$ cat config.mk
export PLATFORM = sky130hd
export DESIGN_NAME = json_string_escaper_top
export DESIGN_NICKNAME = d
export VERILOG_FILES = /design/src/design/jse_pkg.sv /design/src/design/jse_encode.sv /design/src/design/jse_emit.sv /design/src/design/json_string_escaper_top.sv
export VERILOG_INCLUDE_DIRS = /design/src /design/src/design
export SDC_FILE = /design/constraint.sdc
export NUM_CORES = 1
export LEC_CHECK = 0
export ABC_CLOCK_PERIOD_IN_PS = 4900
export BUFFER_PORTS_ARGS = -buffer_cell sky130_fd_sc_hd__buf_2
export CAP_MARGIN = 25
export CORE_UTILIZATION = 35
export CTS_CLUSTER_DIAMETER = 80
export DETAILED_ROUTE_END_ITERATION = 10
export GPL_ROUTABILITY_DRIVEN = 0
export SLEW_MARGIN = 20
export SYNTH_ARGS = -nofsm -noshare
export SYNTH_HDL_FRONTEND = slang
export SYNTH_SLANG_ARGS = --single-unit
$ cat constraint.sdc
create_clock -name clk_i -period 4.9 [get_ports clk_i]
set_clock_uncertainty 0.15 [all_clocks]
set_input_delay 0.735 -clock clk_i [delete_from_list [all_inputs] [get_ports clk_i]]
set_output_delay 0.735 -clock clk_i [all_outputs]
set_load 0.01 [all_outputs]
$ cat src/design/json_string_escaper_top_defines.svh
// Assertion macros used by the jse_emit escaper module.
// Needs a clk_i clock and an rst_ni active-low reset in the including module.
`ifndef JSON_STRING_ESCAPER_TOP_DEFINES_SVH
`define JSON_STRING_ESCAPER_TOP_DEFINES_SVH

// Check a property on every clock edge outside reset.
`define JSE_ASSERT(lbl, prop, msg) \
  lbl: assert property (@(posedge clk_i) disable iff (!rst_ni) (prop)) else $error(msg);

// Check that an expression never holds outside reset.
`define JSE_ASSERT_NEVER(lbl, expr, msg) \
  lbl: assert property (@(posedge clk_i) disable iff (!rst_ni) !(expr)) else $error(msg);

`endif

$ cat src/design/jse_pkg.sv
// Types and constants of the JSON string escaper.
// No dependencies; used by jse_encode, jse_emit and json_string_escaper_top.
package jse_pkg;

  localparam int unsigned MaxRun = 6;
  localparam int unsigned RunLenW = 3;

  typedef enum logic [1:0] {
    CMD_OPEN  = 2'd0,
    CMD_CHAR  = 2'd1,
    CMD_CLOSE = 2'd2
  } command_e;

  localparam logic [7:0] ChQuote     = 8'h22;
  localparam logic [7:0] ChBackslash = 8'h5c;
  localparam logic [7:0] ChSlash     = 8'h2f;
  localparam logic [7:0] ChBackspace = 8'h08;
  localparam logic [7:0] ChNewline   = 8'h0a;
  localparam logic [7:0] ChTab       = 8'h09;
  localparam logic [7:0] ChReturn    = 8'h0d;
  localparam logic [7:0] ChLowerB    = 8'h62;
  localparam logic [7:0] ChLowerN    = 8'h6e;
  localparam logic [7:0] ChLowerT    = 8'h74;
  localparam logic [7:0] ChLowerR    = 8'h72;
  localparam logic [7:0] ChLowerU    = 8'h75;
  localparam logic [7:0] ChZero      = 8'h30;
  localparam logic [7:0] ChLowerA    = 8'h61;
  localparam logic [7:0] CtrlLimit   = 8'h20;

  typedef struct packed {
    logic [MaxRun-1:0][7:0] bytes;
    logic [RunLenW-1:0]     len;
  } run_t;

  function automatic logic [7:0] hex_digit(input logic [3:0] nib);
    logic [7:0] d;
    if (nib < 4'd10) begin
      d = ChZero + {4'd0, nib};
    end else begin
      d = ChLowerA + {4'd0, nib} - 8'd10;
    end
    return d;
  endfunction

endpackage

$ cat src/design/jse_encode.sv
// Escape encoder: turns one command and byte into a run of output bytes.
// Depends on jse_pkg.
module jse_encode (
  input  logic [1:0]    command_i,
  input  logic [7:0]    char_byte_i,
  input  logic          esc_high_i,
  output jse_pkg::run_t run_o
);

  logic [7:0] short_esc;

  always_comb begin
    unique case (char_byte_i)
      jse_pkg::ChBackspace: short_esc = jse_pkg::ChLowerB;
      jse_pkg::ChNewline:   short_esc = jse_pkg::ChLowerN;
      jse_pkg::ChTab:       short_esc = jse_pkg::ChLowerT;
      jse_pkg::ChReturn:    short_esc = jse_pkg::ChLowerR;
      jse_pkg::ChQuote,
      jse_pkg::ChBackslash,
      jse_pkg::ChSlash:     short_esc = char_byte_i;
      default:              short_esc = 8'd0;
    endcase
  end

  always_comb begin
    run_o = '0;
    unique case (jse_pkg::command_e'(command_i))
      jse_pkg::CMD_OPEN, jse_pkg::CMD_CLOSE: begin
        run_o.bytes[0] = jse_pkg::ChQuote;
        run_o.len      = 3'd1;
      end
      jse_pkg::CMD_CHAR: begin
        if (short_esc != 8'd0) begin
          run_o.bytes[0] = jse_pkg::ChBackslash;
          run_o.bytes[1] = short_esc;
          run_o.len      = 3'd2;
        end else if (char_byte_i < jse_pkg::CtrlLimit || (char_byte_i[7] && esc_high_i)) begin
          run_o.bytes[0] = jse_pkg::ChBackslash;
          run_o.bytes[1] = jse_pkg::ChLowerU;
          run_o.bytes[2] = jse_pkg::ChZero;
          run_o.bytes[3] = jse_pkg::ChZero;
          run_o.bytes[4] = jse_pkg::hex_digit(char_byte_i[7:4]);
          run_o.bytes[5] = jse_pkg::hex_digit(char_byte_i[3:0]);
          run_o.len      = 3'd6;
        end else begin
          run_o.bytes[0] = char_byte_i;
          run_o.len      = 3'd1;
        end
      end
      default: begin
        run_o = '0;
      end
    endcase
  end

endmodule

$ cat src/design/jse_emit.sv
// Run register and result register: sends one byte of the current run per cycle.
// Depends on jse_pkg and json_string_escaper_top_defines.svh.
`include "json_string_escaper_top_defines.svh"
module jse_emit (
  input  logic          clk_i,
  input  logic          rst_ni,
  input  logic          load_i,
  input  jse_pkg::run_t run_i,
  output logic          busy_o,
  output logic          out_valid_o,
  output logic [7:0]    out_byte_o,
  output logic          last_of_run_o
);

  jse_pkg::run_t              run_q, run_d;
  logic [jse_pkg::RunLenW-1:0] idx_q, idx_d;
  logic                       active_q, active_d;
  logic                       valid_q;
  logic [7:0]                 byte_q;
  logic                       last_q;
  logic                       at_last;

  assign at_last = (idx_q == run_q.len - 3'd1);
  assign busy_o  = active_q && !at_last;

  always_comb begin
    run_d    = run_q;
    idx_d    = idx_q;
    active_d = active_q;
    if (load_i) begin
      run_d    = run_i;
      idx_d    = '0;
      active_d = (run_i.len != '0);
    end else if (active_q) begin
      if (at_last) begin
        active_d = 1'b0;
      end else begin
        idx_d = idx_q + 3'd1;
      end
    end
  end

  always_ff @(posedge clk_i or negedge rst_ni) begin
    if (!rst_ni) begin
      active_q <= 1'b0;
      idx_q    <= '0;
      valid_q  <= 1'b0;
    end else begin
      active_q <= active_d;
      idx_q    <= idx_d;
      valid_q  <= active_q;
    end
  end

  always_ff @(posedge clk_i) begin
    run_q  <= run_d;
    byte_q <= run_q.bytes[idx_q];
    last_q <= at_last;
  end

  assign out_valid_o   = valid_q;
  assign out_byte_o    = byte_q;
  assign last_of_run_o = last_q;

  `JSE_ASSERT(a_load_only_when_free, load_i |-> !busy_o, "request loaded over a pending run")
  `JSE_ASSERT(a_idx_in_run, active_q |-> (idx_q < run_q.len), "byte index beyond run length")
  `JSE_ASSERT(a_strobe_from_run, valid_q |-> $past(active_q), "result strobe without a run")
  `JSE_ASSERT(a_last_ends_run, (valid_q && last_q) |-> $past(active_q && !busy_o), "last flag mid-run")
  `JSE_ASSERT_NEVER(a_busy_idle, busy_o && !active_q, "busy while no run is active")

endmodule

$ cat src/design/json_string_escaper_top.sv
// JSON string escaper: a request (start with command_i, char_byte_i) is taken at a
// clock edge where start is high and busy is low. Plain bytes and the quotes for open
// and close keep busy low, so such requests go in every cycle. An escape holds busy
// until the run register, which sends one output byte per cycle, reaches its last byte.
// Each result byte passes the run register and then the result register and is shown
// for exactly one cycle with out_valid_o; the receiver cannot stall, and last_of_run_o
// marks the final byte of each request. An unused command code yields no result. The
// escape_high_bytes register (reset 1) is written through cfg_valid_i/cfg_ready_o; the
// user must write it while the block is idle, as the block itself does not enforce this.
// Depends on jse_pkg, jse_encode and jse_emit.
module json_string_escaper_top (
  input  logic       clk_i,
  input  logic       rst_ni,
  input  logic       start,
  output logic       busy,
  input  logic [1:0] command_i,
  input  logic [7:0] char_byte_i,
  output logic       out_valid_o,
  output logic [7:0] out_byte_o,
  output logic       last_of_run_o,
  input  logic       cfg_valid_i,
  output logic       cfg_ready_o,
  input  logic       cfg_data_i
);

  logic          esc_high_q;
  logic          load;
  jse_pkg::run_t run;

  assign cfg_ready_o = 1'b1;
  assign load        = start && !busy;

  always_ff @(posedge clk_i or negedge rst_ni) begin
    if (!rst_ni) begin
      esc_high_q <= 1'b1;
    end else if (cfg_valid_i && cfg_ready_o) begin
      esc_high_q <= cfg_data_i;
    end
  end

  jse_encode u_encode (
    .command_i   (command_i),
    .char_byte_i (char_byte_i),
    .esc_high_i  (esc_high_q),
    .run_o       (run)
  );

  jse_emit u_emit (
    .clk_i         (clk_i),
    .rst_ni        (rst_ni),
    .load_i        (load),
    .run_i         (run),
    .busy_o        (busy),
    .out_valid_o   (out_valid_o),
    .out_byte_o    (out_byte_o),
    .last_of_run_o (last_of_run_o)
  );

endmodule

======== Word level (Yosys, flattened, before mapping) ========
Cells that the tools add are included.
operators by class
  add/subtract/negate cells ............... 8
  order comparisons ....................... 4
  eq/ne operators ......................... 11
  muxes and demuxes ....................... 15
  bitwise operators ....................... 2
  reduce and logical (&&, ||, !) cells .... 15
operators with widths
  kind                                                                          number
  8-bit one-hot mux with 5 select lines                                         1
  8-bit by 4-bit equality test with 1-bit output, second input constant         4
  8-bit binary-select mux with 3-bit select                                     1
  8-bit 2-to-1 mux                                                              3
  22-bit 2-to-1 mux                                                             1
  11-bit one-hot mux with 2 select lines                                        1
  19-bit 2-to-1 mux                                                             1
  7-bit by 4-bit adder with 8-bit output, first input constant                  2
  8-bit by 6-bit equality test with 1-bit output, second input constant         2
  8-bit by 4-bit subtractor with 8-bit output, second input constant            2
  6-bit by 4-bit adder with 7-bit output, first input constant                  2
  11-bit 2-to-1 mux                                                             1
  3-bit 2-to-1 mux                                                              3
  8-bit by 7-bit equality test with 1-bit output, second input constant         1
  4-bit less-than comparator, second input constant                             2
  8-bit by 6-bit less-than comparator with 1-bit output, second input constant  1
  8-bit nonzero test                                                            1
  3-bit OR reduction                                                            2
  3-bit by 4-bit less-than comparator with 1-bit output, second input constant  1
  2-bit OR reduction                                                            2
  3-bit by 1-bit adder with 3-bit output, second input constant                 1
  3-bit equality test                                                           1
  1-bit logical AND                                                             3
  1-bit 2-to-1 mux                                                              3
  11 further kinds                                                              13
storage, ports and cells
  register bits ........................... 66
  bits of input ports ..................... 15
  output and inout bits ................... 12
  word-level logic and storage cells ...... 68

======== Depth between registers and ports, before layout ========
Gate-level depths: netlist of the first run.
  depth in word-level cells ............... 8
  mapped depth ............................ 9
  gate-level depth less buffers ........... 8

======== By module ========
Synthesis of the first run repeated with hierarchy kept, for this count alone.
unflattened totals
  cells, all modules ...................... 256
  area, all modules ....................... 3308.2 um^2
modules (own cells, without submodules)
  module                   instances  cells each  area each (um^2)  seq. area each (um^2)
  jse_emit                 1          128         2429.8            1836.8
  jse_encode               1          123         819.5             0.0
  json_string_escaper_top  1          5           58.8              26.3

======== Worst setup path before layout of the first run ========
No wires, ideal clock.
  kind .................................... flip-flop to flip-flop
  from .................................... register u_emit.run_q[0] in the netlist's numbering
  to ...................................... register u_emit.run_q[0] in the netlist's numbering, enable pin
  setup time .............................. 0.429 ns
  arrival time ............................ 2.811 ns
  required time ........................... 4.321 ns
  slack ................................... 1.511 ns
  cell stages (with the launch flop) ...... 8
  buffers on the path ..................... 1
  period minus slack after synthesis ...... 3.389 ns
  cells stage by stage .................... edfxtp_1 > inv_1 > ha_1 > xor2_1 > nand2_1 > o21a_1 > clkbuf_1 > nor2b_1
on the way
  word-level cells in the longest chain between the ends .. 6
RTL lines
  item                                         RTL line                       source
  from (decl)                                  jse_emit.sv:15                 jse_pkg::run_t run_q, run_d;
  from (signal assigned)                       jse_emit.sv:56                 run_q <= run_d;
  3-bit by 1-bit subtractor with 3-bit output  jse_emit.sv:23                 assign at_last = (idx_q == run_q.len - 3'd1);
  3-bit equality test                          jse_emit.sv:23
  1-bit logical NOT                            jse_emit.sv:24                 assign busy_o = active_q && !at_last;
  1-bit logical AND                            jse_emit.sv:24
  via busy                                     json_string_escaper_top.sv:15  output logic busy,
  1-bit logical NOT                            json_string_escaper_top.sv:31  assign load = start && !busy;
  1-bit logical AND                            json_string_escaper_top.sv:31
  via load                                     json_string_escaper_top.sv:27  logic load;
The timed path passes the listed nets, and every way through them passes these cells.
A chain may end at the register's enable or synchronous reset.

======== Final worst setup path of the first run ========
  from .................................... input char_byte_i[1]
  to ...................................... register u_emit.run_q[13] in the netlist's numbering, data pin
on the way
  word-level cells in the longest chain between the ends .. 5
  elaborated cells between the ends (all ways) .. 14
  classes of those cells .................. 1 x order compare; 7 x eq/ne; 3 x mux; 3 x reduce/logical
RTL lines
  item                                                                                                              RTL line                       source
  from (decl)                                                                                                       json_string_escaper_top.sv:17  input logic [7:0] char_byte_i,
  8-bit by 6-bit equality test with 1-bit output or 8-bit by 7-bit equality test with 1-bit output (tied branches)  jse_encode.sv:13               unique case (char_byte_i)
  3-bit OR reduction                                                                                                jse_encode.sv:13
  8-bit one-hot mux with 5 select lines                                                                             jse_encode.sv:13
  8-bit nonzero test                                                                                                jse_encode.sv:33               if (short_esc != 8'd0) begin
  19-bit 2-to-1 mux (*)                                                                                             jse_encode.sv:33
Every way passes the cells marked *; elsewhere a longest branch is shown, timed or not.

==> flow_summary.toml, run 1 <==
[grt]
antenna_found_initial = 0
overflow = 0
grt_pass1_vias = 1531
grt_max_degree = 35
grt_pass1_wl_um = 7760
grtUsageTotal_pct = 14.1

[detailed_routing]
highest_layer = "met4"
wire_per_inst_um = 15.3
ant_nets = 0
routed_via_density = 5.18
drt-initial-drc-count = 62
wl_um = 4560
first_pass_iters = 7
drt_drc_violations_left = 1
wl_met1_um = 2170
num_vias = 1539
wl_met3_um = 229
dr_wl_met2_um = 2120

[synth]
synth-edff-count = 34
syn_avg_cell_area_um2 = 12.2
synth_seq_cells = 49
yosysUniqueCellTypes = 44
syn-num-nets = 223
synth_warnings = 0
yosysSeqAreaShare_pct = 56.1
netlist_top_cells_area = "edfxtp_1 42%, dfxtp_1 7.5%, mux4_2 6.5%"
post-synth-top-area-cell = "edfxtp_1"
synthArstFlopShare_pct = 12.2
syn_area_um2 = 2410
synthCells = 198
yosysTopAreaCellShare_pct = 42.3
ys.flop_type = "edfxtp_1"

[timing]
hold_violations = 0
period_minus_slack_ps = 2880
worstMarginPinSlew_ps = 695
maxSlewViolCount = 0
setup_tns_ps = 0
max_slew_margin_pct = 53.7
fmaxAchievable_mhz = 347
setup_violations = 0
fin_ws_ps = 2020
rsz0062_at_grt = "false"
period_share_pct = 58.8

[cts]
clk_pin_slew_ps = 80
cts_made_buffers = 5
root_buffer = "clkbuf_8"
tritoncts = "built"
clock_path_buffers = 2
clock_latency_ps = 300
postCtsSetupBuffers = 0
holdBufCountCts = 0
cts-resized-gates = 0
htree_levels = 2
cts_sinks = 49

[critical_path]
critPathRequiredTime_ps = 4800
crit_path_max_fanout = 18
setup.worst_path.class = "in2reg"
endpoint_kind = "register"
cp.arrival_ps = 2780
start_kind = "input pin"

[power_and_ir_drop]
seq_power_share_pct = 52.5
pwr-share-comb_pct = 28.9
p_leak_nw = 1.05
p_switching_mw = 0.396
intPower_mw = 0.887
p_sw_share_pct = 30.9
vdd_drop_max_v = 0.000139
clkPwrFrac_pct = 18.6
powerDensity_nw_per_um2 = 480

[cells_and_area]
drive_above_1_share_pct = 22.3
fillers = 608
most-common-layout-cells = "34 x edfxtp_1, 25 x buf_2, 17 x nand2_1, 14 x nor2_1, 11 x inv_1"
final_nets = 244
syn_to_final_growth_pct = 10.9
n_antenna_cell = 0
final_common_cell = "edfxtp_1"

[die]
die_w_um = 85
pin_count = 27
coreArea_um2 = 6490
dieHeight_um = 85
fp.dieArea_um2 = 7230
num_rows = 29
initial_utilization_pct = 37.1

[outcome]
status = "finished with violations"
violations = "design-rule violations"

[place]
portBuffers = 25
place_hpwl_um = 3260
place_ws_ps = 1720

[job]
maxCapViolCount = 0

[min_path]
worstHoldPathType = "in2async"
## power groups by stage
stage	logic, mW	registers, mW	clock network (mW)
after floorplan	0.296	0.651	0
after global placement	0.370	0.686	0
after global routing	0.416	0.696	0.262
final	0.371	0.673	0.239
after CTS	0.376	0.679	0.249
after detailed placement	0.374	0.690	0
## sequential cells by signal (all words and copies together), names as in the netlist
signal                flops
u_emit.out_valid_o        1
u_emit.idx_q              3
u_emit.out_byte_o         8
u_emit.active_q           1
esc_high_q                1
u_emit.last_of_run_o      1
u_emit.run_q             34
## final timing paths
| path | from | endpoint | slack, ps | depth (start not counted) |
|---|---|---|---|---|
| setup / recovery | char_byte_i[1] | u_emit.run_q[13] | 2020 | 9 |
| hold / removal | rst_ni | u_emit.idx_q[1] | 90 | 1 |
| setup reg to reg | u_emit.idx_q[0] | u_emit.run_q[39] | 2490 | 5 |
| hold reg to reg | u_emit.active_q | u_emit.out_valid_o | 240 | 0 |
| max in group asynchronous | rst_ni | esc_high_q | 4290 | 1 |
| min in group clk_i | u_emit.active_q | u_emit.out_valid_o | 240 | 0 |
## per-stage QoR
stage	std cells	utilization [%]	hold WS [ps]	total power, mW	cell area [um2]
5_1_grt	297	41.2	84.6	1.37	2670
6_report	297	41.2	91.2	1.28	2670
2_1_floorplan	198	-	204	0.948	2410
3_3_place_gp	289	39.8	216	1.06	2580
3_5_place_dp	289	39.8	227	1.06	2580
4_1_cts	297	41.2	83.9	1.30	2670
## critical path, stage by stage
cell,delay [ps]
buf_2,140
inv_1,180
ha_1,230
nand2_1,90
or4b_4,560
a22o_4,290
nand4_4,230
inv_2,60
a221o_1,250
## cells by family (layout without fill, tap and decap cells)
group,Yosys count,in the layout,share of synthesized area (%)
xor gates and xnor gates,6,6,2.18
DFF,49,49,56.1
buffers and inverters,24,46,4.36
AOI/OAI and AO/OA,39,39,10.8
adders and majority gates,10,10,5.19
other,2,2,0.311
and+or+nand+nor,57,57,12.8
muxes,11,11,8.30
## final cells by class
class | count | area (um2) | area share [%]
clock buffer | 6 | 82.6 | 3.09
clock inverter | 2 | 8.76 | 0.328
multi-input combinational | 125 | 956 | 35.8
inverter | 12 | 45.0 | 1.68
timing repair buffer | 26 | 133 | 4.96
sequential | 49 | 1350 | 50.6
tap | 77 | 96.3 | 3.60
## cell usage after synthesis, drive strengths merged, types with 3 or more instances
cell    instances
ha             10
o21a            5
nor2           14
nor2b           7
nand3b          3
dfrtp           5
nor3            3
clkbuf          6
o21ai           8
dfxtp           9
buf             6
xnor2           4
o21bai          3
edfxtp         34
nand2          17
a21oi          10
mux4            7
inv            12
## layer usage
| layer | up-vias | track usage, % |
|---|---|---|
| li1 | 747 | - |
| met1 | 737 | 19.3 |
| met2 | 50 | 22.3 |
| met3 | 5 | 3.60 |
| met4 | 0 | 4.16 |
| met5 | - | 0 |
Power figures use the tool's default switching activity.
==> run 2: changes to the inputs <==
Settings changed: ABC_CLOCK_PERIOD_IN_PS 4900 to 2650.
Clock period 4.9 ns to 2.65 ns, I/O delays scaled along.
==> run 2 against run 1 <==
Net effect: the run now ends clean; utilization rose by 1.7 points; combinational power rose by 130%; critical path depth fell by 3; die area did not move; cell count rose by 4.4%; sequential power rose by 71%; largest cell class unchanged.
==> flow_summary.toml, run 2 (same netlist as run 1, synthesis figures left out) <==
[place]
dp.cells = 301
portBuffers = 25
place_hpwl_um = 3430

[cells_and_area]
largest_register_ffs = 34
finalNonFillerCells = 310
final_common_cell = "edfxtp_1"
final_nets = 257
final_util_pct = 42.8
syn_to_final_growth_pct = 15.4
most-common-layout-cells = "34 x edfxtp_1, 25 x buf_2, 17 x nand2_1, 14 x nor2_1, 12 x buf_4"
n_antenna_cell = 0
drive_above_1_share_pct = 26.2
regMostFlops = "u_emit.run_q"

[critical_path]
endpoint_kind = "output pin"
path_cells = "inv_1, ha_1, xor2_1, nand2_1, o21a_1, buf_2"
max_stage_delay_ps = 430
worstReg2RegStart = "u_emit.run_q[0]"
crit_buf_inv = 2
r2r_slack_ps = 540
setup.worst_path.class = "reg2out"
start_kind = "register"
reg2reg_depth = 7
crit_family = "flip-flops"
slowest_stage = "edfxtp_1"
reg2reg_to = "u_emit.run_q[9]"
crit_path_max_fanout = 9
cp.arrival_ps = 1790
critPathRequiredTime_ps = 2100

[job]
maxCapViolCount = 0

[timing]
setup_violations = 0
setup_tns_ps = 0
fmaxAchievable_mhz = 427
maxSlewViolCount = 0
hold_violations = 0
period_minus_slack_ps = 2340
holdWs_ps = 178
period_share_pct = 88.4
rsz0062_at_grt = "false"

[cts]
cts-resized-gates = 0
root_buffer = "clkbuf_8"
clock_latency_ps = 300
tritoncts = "built"
htree_levels = 2
cts_made_buffers = 5
clk_pin_slew_ps = 90
cts_sinks = 49
postCtsSetupBuffers = 0
clock_path_buffers = 2

[detailed_routing]
wl_um = 4760
drt-initial-drc-count = 76
routed_via_density = 5.02
ant_nets = 0
first_pass_iters = 4
drt_drc_violations_left = 0
wire_per_inst_um = 15.4
num_vias = 1557

[power_and_ir_drop]
p_leak_nw = 1.12
p_total_mw = 2.42
powerDensity_nw_per_um2 = 871
vdd_drop_max_v = 0.000301

[grt]
grt_pass1_wl_um = 7800
grtUsageTotal_pct = 14.4
overflow = 0
grt_max_degree = 35
antenna_found_initial = 0
grt_pass1_vias = 1513

[die]
fp.dieArea_um2 = 7230
pin_count = 27
num_rows = 29
initial_utilization_pct = 37.1
dieHeight_um = 85
die_w_um = 85
coreArea_um2 = 6490

[min_path]
holdPathStages = 2
whs_endpoint = "esc_high_q"
worstHoldPathType = "in2reg"
hp-start = "cfg_data_i"

[outcome]
status = "finished clean"
-- run 2: cell types whose count changed in the layout (fill, tap and decap cells not counted), sizes merged --
cell / previous run / this run
dlygate4sd3: 0 / 1
buf: 26 / 38
-- run 2: worst max-delay path by stage --
stage | start | to | slack, ps | cells after the start
after floorplan | char_byte_i[5] | u_emit.run_q[13] | 190 | 9
after global placement | char_byte_i[0] | u_emit.run_q[36] | 40 | 9
after detailed placement | char_byte_i[0] | u_emit.run_q[13] | 50 | 9
after CTS | u_emit.run_q[0] | busy | 290 | 6
after global routing | u_emit.run_q[0] | busy | 180 | 6
final | u_emit.run_q[0] | busy | 310 | 6
-- run 2: worst register-to-register path: cells and delay by family, from the launching register on --
kind / cells / cell delay (ps)
DFF: 1 / 430
xor gates and xnor gates: 1 / 140
adders and majority gates: 1 / 240
buffers and inverters: 2 / 300
and+or+nand+nor: 2 / 250
AOI/OAI and AO/OA: 1 / 300
-- run 2: final cells by class --
class                           instances  area (um2)
Clock buffer                            6        72.6
Clock inverter                          2        10.0
Fill cell                             613        3710
Inverter                               12        45.0
Multi-Input combinational cell        125         961
Sequential cell                        49        1350
Tap cell                               77        96.3
Timing Repair Buffer                   39         245
-- run 2: timing repair --
item / 4_1_cts / 5_1_grt
endpoints found under the setup margin: 0 / 0
hold buffers: 1 / 0
endpoints found under the hold margin: 6 / 0
-- run 2: report_power, final --
| part | total, mW | switching, mW | internal (mW) |
|---|---|---|---|
| registers | 1.15 | 0.0620 | 1.09 |
| clock network | 0.426 | 0.243 | 0.183 |
| logic | 0.846 | 0.446 | 0.400 |
| total | 2.42 | 0.751 | 1.67 |
-- run 2: metal layers --
layer  vias up  global-route usage, %  part of all wire, %
met5         -                      0                    0
met2        53                   21.8                   46
li1        776                      -                    -
met4         0                   3.54                 0.92
met3         4                   4.09                  6.2
met1       724                   20.3                   46
-- run 2: stage by stage --
step | cell area (um2) | worst slack (ps)
final | 2780 | 308
after global routing | 2780 | 184
after CTS | 2780 | 290
after detailed placement | 2690 | 45.3
after global placement | 2690 | 39.0
after floorplan | 2420 | 187
